--- src/rtl/srvsr_pkg.sv ---
// ----------------------------------------------------------------------------
// Servo slew-rate controller package
// Beat types, settings bundle and fixed constants shared by the block.
// ----------------------------------------------------------------------------
package srvsr_pkg;

   // input beat: period tick or control message
   typedef struct packed {
      logic       cmd;
      logic [7:0] data_byte;
      logic [1:0] sender_code;
   } srvsr_req_type;

   // result beat: new angle and its PWM figures
   typedef struct packed {
      logic [7:0]  position_angle;
      logic [11:0] pulse_width_us;
      logic [3:0]  duty_percent;
   } srvsr_rsp_type;

   // commands and derived settings after a message
   typedef struct packed {
      logic [8:0]        angle_cmd;
      logic signed [9:0] delay_cmd;
      logic [7:0]        target;
      logic [3:0]        delay_ticks;
   } srvsr_settings_type;

   localparam logic             CMD_TICK    = 1'b0;
   localparam logic             CMD_MESSAGE = 1'b1;

   localparam logic [7:0]        MAX_ANGLE        = 8'd180;
   localparam logic [11:0]       PULSE_BASE_US    = 12'd500;
   localparam logic [7:0]        DELAY_PIVOT      = 8'd100;

   localparam logic [8:0]        ANGLE_CMD_RESET  = 9'd180;
   localparam logic signed [9:0] DELAY_CMD_RESET  = 10'sd100;
   localparam logic [7:0]        TARGET_RESET     = 8'd180;
   localparam logic [3:0]        TICKS_RESET      = 4'd5;

endpackage

--- src/rtl/srvsr_msg_decode.sv ---
// ----------------------------------------------------------------------------
// Servo slew-rate controller message decode
// Updates the angle or delay command from a message and derives target/ticks.
// ----------------------------------------------------------------------------
module srvsr_msg_decode
   import srvsr_pkg::*;
(
   input  logic [7:0]         data_byte,
   input  logic [1:0]         sender_code,
   input  logic [8:0]         angle_cmd,
   input  logic signed [9:0]  delay_cmd,
   output srvsr_settings_type settings
);

   logic [11:0]       scaled9;
   logic [25:0]       angle_prod;
   logic [8:0]        angle_new;
   logic              delay_neg;
   logic [7:0]        delay_mag;
   logic [9:0]        delay_five;
   logic [19:0]       delay_prod;
   logic [9:0]        delay_q;
   logic signed [9:0] delay_new;
   logic [5:0]        delay_quarter;
   logic [9:0]        ticks_prod;
   logic [8:0]        angle_sel;
   logic signed [9:0] delay_sel;
   logic [7:0]        target_sel;
   logic [3:0]        ticks_sel;

   // byte * 9 / 5, division by 5 as multiply by 3277 / 2^14
   assign scaled9    = {4'd0, data_byte} * 12'd9;
   assign angle_prod = {14'd0, scaled9} * 26'd3277;
   assign angle_new  = angle_prod[22:14];

   // 100 * (100 - byte) / 60 = 5 * |100 - byte| / 3, sign restored afterwards
   assign delay_neg  = data_byte > DELAY_PIVOT;
   assign delay_mag  = delay_neg ? (data_byte - DELAY_PIVOT) : (DELAY_PIVOT - data_byte);
   assign delay_five = {2'd0, delay_mag} * 10'd5;
   assign delay_prod = {10'd0, delay_five} * 20'd683;
   assign delay_q    = {1'b0, delay_prod[19:11]};
   assign delay_new  = delay_neg ? -$signed(delay_q) : $signed(delay_q);

   always_comb begin
      angle_sel = angle_cmd;
      delay_sel = delay_cmd;
      if (sender_code[0]) begin
         angle_sel = angle_new;
      end else if (sender_code[1]) begin
         delay_sel = delay_new;
      end
   end

   // clamp the target
   assign target_sel = (angle_sel > {1'b0, MAX_ANGLE}) ? MAX_ANGLE : angle_sel[7:0];

   // delay / 20 = (delay >> 2) / 5, the latter as multiply by 13 / 2^6
   assign delay_quarter = delay_sel[7:2];
   assign ticks_prod    = {4'd0, delay_quarter} * 10'd13;
   assign ticks_sel     = delay_sel[9] ? 4'd0 : ticks_prod[9:6];

   assign settings = {angle_sel, delay_sel, target_sel, ticks_sel};

endmodule

--- src/rtl/srvsr_pwm_calc.sv ---
// ----------------------------------------------------------------------------
// Servo slew-rate controller PWM calculation
// Turns an angle into the pulse width in microseconds and the duty percent.
// ----------------------------------------------------------------------------
module srvsr_pwm_calc
   import srvsr_pkg::*;
(
   input  logic [7:0]  angle,
   output logic [11:0] pulse_width_us,
   output logic [3:0]  duty_percent
);

   logic [28:0] span_prod;
   logic [11:0] span_us;

   // angle * 100 / 9 as multiply by 1456400 / 2^17, exact up to 180 degrees
   assign span_prod      = {21'd0, angle} * 29'd1456400;
   assign span_us        = span_prod[28:17];
   assign pulse_width_us = PULSE_BASE_US + span_us;

   // pulse / 200: count the hundreds-of-two thresholds passed above the floor
   always_comb begin
      duty_percent = 4'd2;
      for (int k = 3; k <= 12; k++) begin
         if (pulse_width_us >= 12'(k * 200)) begin
            duty_percent = duty_percent + 4'd1;
         end
      end
   end

endmodule

--- src/rtl/servo_slew_rate_controller.sv ---
// ----------------------------------------------------------------------------
// Servo slew-rate controller
// Ramps the servo angle one degree at a time toward the commanded target.
// ----------------------------------------------------------------------------
//
//   channel   ports                        direction  beat contents
//   -------   --------------------------   ---------  ------------------------------
//   request   req_valid req_stall req_data  in         tick or message (cmd/byte/code)
//   response  rsp_valid rsp_stall rsp_data  out        angle, pulse width, duty
//
// One beat a cycle is taken while the response side keeps up; each beat
// passes through the input register and leaves its result, if any, in
// the response register. The input register stalls only while a held
// response is itself stalled. Synchronous reset restores the command,
// target and tick state; there is no clearing pass and the block takes
// beats from the first cycle after reset.
//
module servo_slew_rate_controller
   import srvsr_pkg::*;
(
   input  logic          clock,
   input  logic          reset,
   input  logic          req_valid,
   output logic          req_stall,
   input  srvsr_req_type req_data,
   output logic          rsp_valid,
   input  logic          rsp_stall,
   output srvsr_rsp_type rsp_data
);

   // input register
   logic              s1_valid_ff, s1_valid_in;
   srvsr_req_type     s1_item_ff;

   // controller state
   logic [8:0]        angle_cmd_ff, angle_cmd_in;
   logic signed [9:0] delay_cmd_ff, delay_cmd_in;
   logic [7:0]        current_ff, current_in;
   logic [7:0]        target_ff, target_in;
   logic [3:0]        ticks_ff, ticks_in;
   logic [3:0]        count_ff, count_in;

   // response register
   logic              rsp_valid_ff, rsp_valid_in;
   srvsr_rsp_type     rsp_data_ff, rsp_data_in;

   srvsr_settings_type settings;
   logic              out_free;
   logic              advance;
   logic              moving;
   logic [3:0]        count_inc;
   logic              step;
   logic [7:0]        next_angle;
   logic [11:0]       pulse_width;
   logic [3:0]        duty;

   // the response register frees when empty or being taken this cycle
   assign out_free  = !rsp_valid_ff || !rsp_stall;
   assign advance   = s1_valid_ff && out_free;
   assign req_stall = s1_valid_ff && !out_free;

   srvsr_msg_decode u_decode (
      .data_byte   (s1_item_ff.data_byte),
      .sender_code (s1_item_ff.sender_code),
      .angle_cmd   (angle_cmd_ff),
      .delay_cmd   (delay_cmd_ff),
      .settings    (settings)
   );

   // tick path: count while off target, step once the count meets the delay
   assign moving     = current_ff != target_ff;
   assign count_inc  = count_ff + 4'd1;
   assign step       = moving && (count_inc >= ticks_ff);
   assign next_angle = (target_ff > current_ff) ? (current_ff + 8'd1) : (current_ff - 8'd1);

   srvsr_pwm_calc u_pwm (
      .angle          (next_angle),
      .pulse_width_us (pulse_width),
      .duty_percent   (duty)
   );

   always_comb begin
      angle_cmd_in = angle_cmd_ff;
      delay_cmd_in = delay_cmd_ff;
      current_in   = current_ff;
      target_in    = target_ff;
      ticks_in     = ticks_ff;
      count_in     = count_ff;
      if (advance) begin
         if (s1_item_ff.cmd == CMD_MESSAGE) begin
            // take the new commands, re-derive and restart the count
            angle_cmd_in = settings.angle_cmd;
            delay_cmd_in = settings.delay_cmd;
            target_in    = settings.target;
            ticks_in     = settings.delay_ticks;
            count_in     = 4'd0;
         end else if (moving) begin
            count_in = step ? 4'd0 : count_inc;
            if (step) begin
               current_in = next_angle;
            end
         end
      end
   end

   // load a result only when a tick steps the angle
   always_comb begin
      rsp_valid_in = rsp_valid_ff;
      rsp_data_in  = rsp_data_ff;
      if (out_free) begin
         rsp_valid_in = advance && (s1_item_ff.cmd == CMD_TICK) && step;
         rsp_data_in.position_angle = next_angle;
         rsp_data_in.pulse_width_us = pulse_width;
         rsp_data_in.duty_percent   = duty;
      end
   end

   // take a new beat whenever the input register is empty or moving on
   assign s1_valid_in = req_stall ? s1_valid_ff : req_valid;

   always_ff @(posedge clock) begin
      if (reset) begin
         s1_valid_ff  <= 1'b0;
         rsp_valid_ff <= 1'b0;
         angle_cmd_ff <= ANGLE_CMD_RESET;
         delay_cmd_ff <= DELAY_CMD_RESET;
         current_ff   <= 8'd0;
         target_ff    <= TARGET_RESET;
         ticks_ff     <= TICKS_RESET;
         count_ff     <= 4'd0;
      end else begin
         s1_valid_ff  <= s1_valid_in;
         rsp_valid_ff <= rsp_valid_in;
         angle_cmd_ff <= angle_cmd_in;
         delay_cmd_ff <= delay_cmd_in;
         current_ff   <= current_in;
         target_ff    <= target_in;
         ticks_ff     <= ticks_in;
         count_ff     <= count_in;
      end
   end

   // payload registers: hold while stalled, no reset needed
   always_ff @(posedge clock) begin
      if (!req_stall) begin
         s1_item_ff <= req_data;
      end
      rsp_data_ff <= rsp_data_in;
   end

   assign rsp_valid = rsp_valid_ff;
   assign rsp_data  = rsp_data_ff;

endmodule

--- config.mk ---
export PLATFORM = sky130hd
export DESIGN_NAME = servo_slew_rate_controller
export DESIGN_NICKNAME = d
export VERILOG_FILES = /design/src/rtl/srvsr_pkg.sv /design/src/rtl/srvsr_msg_decode.sv /design/src/rtl/srvsr_pwm_calc.sv /design/src/rtl/servo_slew_rate_controller.sv
export SDC_FILE = /design/constraint.sdc
export NUM_CORES = 1
export LEC_CHECK = 0
export BUFFER_PORTS_ARGS = -buffer_cell sky130_fd_sc_hd__buf_2
export CORE_ASPECT_RATIO = 1.2
export CORE_MARGIN = 2
export CORE_UTILIZATION = 40
export CTS_CLUSTER_SIZE = 14
export DETAILED_ROUTE_END_ITERATION = 12
export GPL_TIMING_DRIVEN = 1
export MAX_ROUTING_LAYER = met4
export PLACE_DENSITY = 0.52
export SLEW_MARGIN = 10
export SYNTH_ARGS = -nofsm -noshare
export SYNTH_HDL_FRONTEND = slang
export SYNTH_SLANG_ARGS = --single-unit
export TNS_END_PERCENT = 100
--- constraint.sdc ---
create_clock -name clock -period 17.2 [get_ports clock]
set_input_delay 1.72 -clock clock [delete_from_list [all_inputs] [get_ports clock]]
set_output_delay 1.72 -clock clock [all_outputs]
set_load 0.005 [all_outputs]
### Word-level counts from Yosys, hierarchy flattened

Cells that the tools add are included.

* multiply operators: 6
* shifts and indexed selects: 0
* add/subtract/negate cells: 16
* eq/ne operators: 1
* bitwise operators: 2
* reduce and logical (&&, ||, !) cells: 14
* mux-type cells: 21
* magnitude comparators: 14
* divide/modulo/power cells: 0

Operators by type and width (count)
* >= comparator 12 x 11 -> 1 bit, second input constant: 5
* 2-to-1 mux 4 bit: 13
* adder 4 x 1 -> 4 bit, second input constant: 9
* >= comparator 12 x 10 -> 1 bit, second input constant: 3
* 2-to-1 mux 10 bit: 3
* multiplier 8 x 17 -> 25 bit, second input constant: 1
* >= comparator 12 bit, second input constant: 2
* 2-to-1 mux 8 bit: 3
* multiplier 12 x 12 -> 23 bit, second input constant: 1
* multiplier 10 x 10 -> 20 bit, second input constant: 1
* adder 9 x 12 -> 12 bit, first input constant: 1
* multiplier 8 x 4 -> 12 bit, second input constant: 1
* multiplier 6 x 4 -> 10 bit, second input constant: 1
* multiplier 8 x 3 -> 10 bit, second input constant: 1
* negation 9 -> 10 bit: 1
* > comparator 9 x 8 -> 1 bit, second input constant: 1
* 2-to-1 mux 9 bit: 1
* adder 8 x 1 -> 8 bit, second input constant: 1
* > comparator 8 x 7 -> 1 bit, second input constant: 1
* > comparator 8 bit: 1
* inequality test 8 bit: 1
* AND reduction 4 bit: 2
* subtractor 7 x 8 -> 8 bit, first input constant: 1
* subtractor 8 x 1 -> 8 bit, second input constant: 1
* 10 further kinds: 18

* word-level logic and storage cells: 89
* bits in registers: 80
* RAM bits: 0
* output and inout bits: 26
* memories: 0
* bits of input ports: 15
* memory bits (read-only): 0
* bits in latches: 0

### Logic depth before layout (Yosys ltp)

* word-level depth: 24
* depth in mapped cells: 69
* depth with buffers taken out: 65

### By module

Synthesis repeated with hierarchy kept, for this count alone.

* cell total of the unflattened synthesis: 1426
* area, all modules: 12936.2 um^2

Modules (own cells, without submodules)
* srvsr_msg_decode: seq. area each 0.0 um^2, cells an instance 670, area an instance 6064.6 um^2, instances 1
* srvsr_pwm_calc: seq. area each 0.0 um^2, cells an instance 452, area an instance 3583.4 um^2, instances 1
* servo_slew_rate_controller: seq. area each 1951.9 um^2, cells an instance 304, area an instance 3288.2 um^2, instances 1

### Worst setup path before layout

Ideal clock, no wire load.

* kind: register to register
* start: register current_ff[1]
* end: register rsp_data_ff (netlist bit rsp_data[2]), data pin
* arrival time: 12217 ps
* path slack: 4720 ps
* buffers on the path: 4
* clock period less this slack: 12480 ps
* setup time: 264 ps
* required time: 16936 ps
* stages on the path, launching flop included: 68
* path through: dfxtp_1 -> inv_1 -> ha_1 -> nor2b_1 -> o21ai_0 -> nand2b_1 -> a21oi_1 -> nor2_1 -> a211oi_1 -> nor2_1 -> inv_1 -> ha_1 -> a21o_1 -> a21oi_1 -> o21bai_1 -> a21oi_1 -> o21ai_0 -> xnor2_1 -> (+32 left out) -> o21ai_0 -> ha_1 -> a31oi_1 -> a41oi_1 -> xnor2_1 -> o21ai_0 -> ha_1 -> nor2_1 -> a31oi_1 -> xnor2_1 -> nand2_1 -> o21ai_0 -> ha_1 -> mux2_2 -> ha_1 -> nand2_1 -> xnor2_1 -> xnor2_1

* word-level cells in the longest chain between the ends: 24
* elaborated cells between the ends (all ways): 35
* classes of those cells: 12 x add/sub; 1 x mul; 11 x order compare; 11 x mux

Ends and longest elaborated chain
* start: declaration: RTL line servo_slew_rate_controller.sv:38 `logic [7:0] current_ff, current_in;`
* start signal: assignment: RTL line servo_slew_rate_controller.sv:136 `current_ff <= current_in;`
* subtractor 8 x 1 -> 8 bit, or another cell as far along: RTL line servo_slew_rate_controller.sv:74 `assign next_angle = (target_ff > current_ff) ? (current_ff + 8'd1) : (current_ff - 8'd1);`
* 2-to-1 mux 8 bit (*): RTL line servo_slew_rate_controller.sv:74
* named net next_angle[7]: RTL line servo_slew_rate_controller.sv:53 `logic [7:0] next_angle;`
* multiplier 8 x 17 -> 25 bit (*): RTL line srvsr_pwm_calc.sv:17 `assign span_prod = {21'd0, angle} * 29'd1456400;`
* adder 9 x 12 -> 12 bit (*): RTL line srvsr_pwm_calc.sv:19 `assign pulse_width_us = PULSE_BASE_US + span_us;`
* named net pulse_width[11]: RTL line servo_slew_rate_controller.sv:54 `logic [11:0] pulse_width;`
* >= comparator 12 x 10 -> 1 bit: RTL line srvsr_pwm_calc.sv:25 `if (pulse_width_us >= 12'(k * 200)) begin`
* 2-to-1 mux 1 bit: RTL line srvsr_pwm_calc.sv:25
* (+11 left out)
* 2-to-1 mux 4 bit: RTL line srvsr_pwm_calc.sv:25
* adder 4 x 1 -> 4 bit: RTL line srvsr_pwm_calc.sv:26 `duty_percent = duty_percent + 4'd1;`
* 2-to-1 mux 4 bit: RTL line srvsr_pwm_calc.sv:25
* adder 4 x 1 -> 4 bit: RTL line srvsr_pwm_calc.sv:26
* 2-to-1 mux 4 bit: RTL line srvsr_pwm_calc.sv:25
* adder 4 x 1 -> 4 bit: RTL line srvsr_pwm_calc.sv:26
* 2-to-1 mux 4 bit (*): RTL line srvsr_pwm_calc.sv:25
* named net duty[2]: RTL line servo_slew_rate_controller.sv:55 `logic [3:0] duty;`
* end signal: assignment: RTL line servo_slew_rate_controller.sv:148 `rsp_data_ff <= rsp_data_in;`
* end: declaration: RTL line servo_slew_rate_controller.sv:45 `srvsr_rsp_type rsp_data_ff, rsp_data_in;`

The timed path passes the listed nets; every way through them passes the cells marked *.
A chain may end at the register's enable or synchronous reset.

### Final worst setup path

Same ends and word-level chain as after synthesis.

==> run_results.csv <==
group,metric,value,unit
drt,wl,24.0,mm
synth,synth_edf_count,35,
drt,wl_per_cell,14.4,um
floorplanning,design.core.area,28800,um^2
setup_path,critical_path_required,17300,ps
floorplanning,fp.dieH,192,um
finish,antenna_cells,0,
clock_network,cts_buffers,9,
clock_network,htreeDepth,3,
drt,wirelength_met1,10.6,mm
synth,synth_top_family_by_area,"adder cells",
clock_network,post_cts_resized,0,
floorplanning,rows,68,
drt,highest_layer,"met4",
clock_network,clkTransAtPathRegs,70,ps
finish,final_common_cell,"ha_1",
finish,nets,1650,
finish,most-common-layout-cells,"ha_1 (271), inv_1 (182), fa_1 (85), nand2_1 (80), nor2_1 (67)",
sta,finalSetupViolations,0,
placed_design,dpl.hpwl,20.0,mm
sta,final.setup_skew,10.3,ps
drt,ant_nets,0,
synth,synth-simple-area-share,0.112,
clock_network,clockRootBuffer,"clkbuf_16",
finish,final_area,12700,um^2
synth,synth_area,11800,um^2
grt,antenna_found_initial,0,
finish,fillers,2831,
setup_path,cpMostUsedCell,"ha_1",
job,drv_cap,0,
setup_path,cp_max_fo,12,
clock_network,cts.sinks,77,
sta,slew_headroom,0.315,
status,status,"finished clean",
synth,yosysTopAreaCellShare,0.288,
synth,synth_cells,1246,
setup_path,rrSetupSlack,3270,ps
drt,drt_iter0_drc,202,
sta,setup_slack,3270,ps
clock_network,cts_tree,"yes",
setup_path,worst_setup_path_start_kind,"flop",
synth,yosys-top-cells-area,"ha_1 (29%), fa_1 (14%), edfxtp_1 (8.9%), dfxtp_1 (7.2%), inv_1 (5.8%)",
finish,stdcell_count,1669,
synth,synth.avg_cell_area,9.44,um^2
synth,synth_top_area_cell,"ha_1",
synth,synth-seq-cells,77,
floorplanning,dieArea,30800,um^2
setup_path,worst_path_max_delay_cell,"xnor2_1",
grt,grt_usage,0.172,
synth,synth_fa_ha_area_frac,0.433,
floorplanning,die_w,161,um
grt,grt_overflow,0,
placed_design,place.port_buffers,40,
sta,rsz0062_at_grt,"false",
synth,synth.area.mux_share,0.0214,
placed_design,dp.cells,1653,
drt,drc,0,
setup_path,worst_setup_path_end_kind,"flop",
synth,yosysSeqAreaShare,0.161,
finish,area_delta_synth_final,7.94,%
synth,synth_warnings,0,
setup_path,critical_path_class,"reg -> reg",
clock_network,clk_latency,350,ps
synth,syn_nets,1617,
synth,synth_compound_area_frac,0.130,
finish,seqCellArea,1890,um^2
drt,first_pass_iters,7,
sta,fin_crit_sh,0.810,
placed_design,placed_area,12400,um^2
sta,hold_viol_final,0,
setup_path,worstPathArrival,14020,ps
hold_path,hold_class,"reg -> reg",
floorplanning,start_util,0.408,
finish,multi_input_area,9080,um^2
sta,clock.fmax,71.8,MHz
drt,wl_met3,286,um
clock_network,cts.path.max_buffers,2,
sta,tns,0,ps
synth,synth-main-ff-cell,"dfxtp_1",
setup_path,crit_path_max_incr_delay,620,ps
sta,tightest_slew,1020,ps
synth,synth-xor-area-share,0.0757,
sta,drv_slew,0,
sta,period_minus_slack,13930,ps
drt,vias,8413,
synth,yosys.cell_types.count,81,
clock_network,postCtsHoldBufs,0,
grt,grt_max_degree,28,
placed_design,pre_cts_slack,3270,ps
placed_design,routabilityCongestion,0.792,
grt,grt_pass1_vias,8756,
finish,drive_gt1_frac,0.0779,
grt,grt_pass1_wl,42.0,mm
floorplanning,ios,41,
drt,vias_per_cell,5.04,
clock_network,postCtsSetupBuffers,0,
drt,dr_wl_met2,12.8,mm
synth,synthArstFlopShare,0,
cell usage after synthesis (4+ instances only):
library cell,instances
clkbuf_1,16
nand3_1,25
xnor2_1,57
dfxtp_1,42
ha_1,271
nor2_1,67
o21bai_1,6
nor2b_1,7
or2_2,4
fa_1,85
nand4_1,8
a21o_1,32
mux2i_1,17
or3_1,4
mux2_2,6
o21a_1,11
edfxtp_1,35
a211oi_1,9
o21ai_0,44
nand2_1,80
a31oi_1,13
nor3_1,16
o211ai_1,5
and3_1,9
xor2_1,29
a21oi_1,49
nand2b_1,11
o31ai_1,8
and2_1,14
inv_1,182
flip-flops by register name, indices dropped and copies added (netlist names):
signal        count
rsp_data         24
s1_item_ff       11
angle_cmd_ff      9
current_ff        8
target_ff         8
delay_cmd_ff      7
count_ff          4
ticks_ff          4
rsp_valid         1
s1_valid_ff       1
cell type report:
type / count / area share
multi-input combinational: 963 / 0.715
clock buffer: 10 / 0.0188
inverter: 185 / 0.0547
timing repair buffer: 43 / 0.0175
tap: 385 / 0.0380
sequential: 77 / 0.149
clock inverter: 6 / 0.00670
critical path, delay by kind of cell, from the launching register on:
| family | cells | cell delay, ps |
|---|---|---|
| xor+xnor | 6 | 1420 |
| mux | 1 | 290 |
| flops | 1 | 350 |
| fa+ha+maj | 14 | 4680 |
| compound gates | 23 | 4580 |
| simple gates | 12 | 1580 |
| buf+inv | 7 | 760 |
path summary, 6_finish.rpt:
path / end / cells past startpoint / from
setup / recovery: rsp_data[2] / 63 / current_ff[1]
hold / removal: angle_cmd_ff[7] / 2 / angle_cmd_ff[7]
setup reg to reg: rsp_data[2] / 63 / current_ff[1]
hold reg to reg: angle_cmd_ff[7] / 2 / angle_cmd_ff[7]
routing by layer:
| metal | global-route usage | vias up |
|---|---|---|
| met2 | 0.318 | 54 |
| met1 | 0.202 | 3967 |
| met5 | - | - |
| li1 | - | 4371 |
| met3 | 0.0151 | 21 |
| met4 | 0.0385 | 0 |
cell families (layout without fill, tap and decap cells):
family / count (synthesis) / count (layout)
fa+ha+maj: 356 / 356
simple gates: 266 / 266
compound gates: 224 / 224
buf+inv: 206 / 244
xor+xnor: 93 / 93
flops: 77 / 77
mux: 24 / 24
stage by stage:
| step | hold WS, ps | utilization |
|---|---|---|
| floorplan | 422 | - |
| global placement | 434 | 0.429 |
| detailed placement | 436 | 0.429 |
| CTS | 448 | 0.440 |
| global route | 468 | 0.440 |
| finish | 444 | 0.440 |
Power is not shown: default switching activity piles up to over one toggle a cycle in this logic, so the estimate is an artifact.
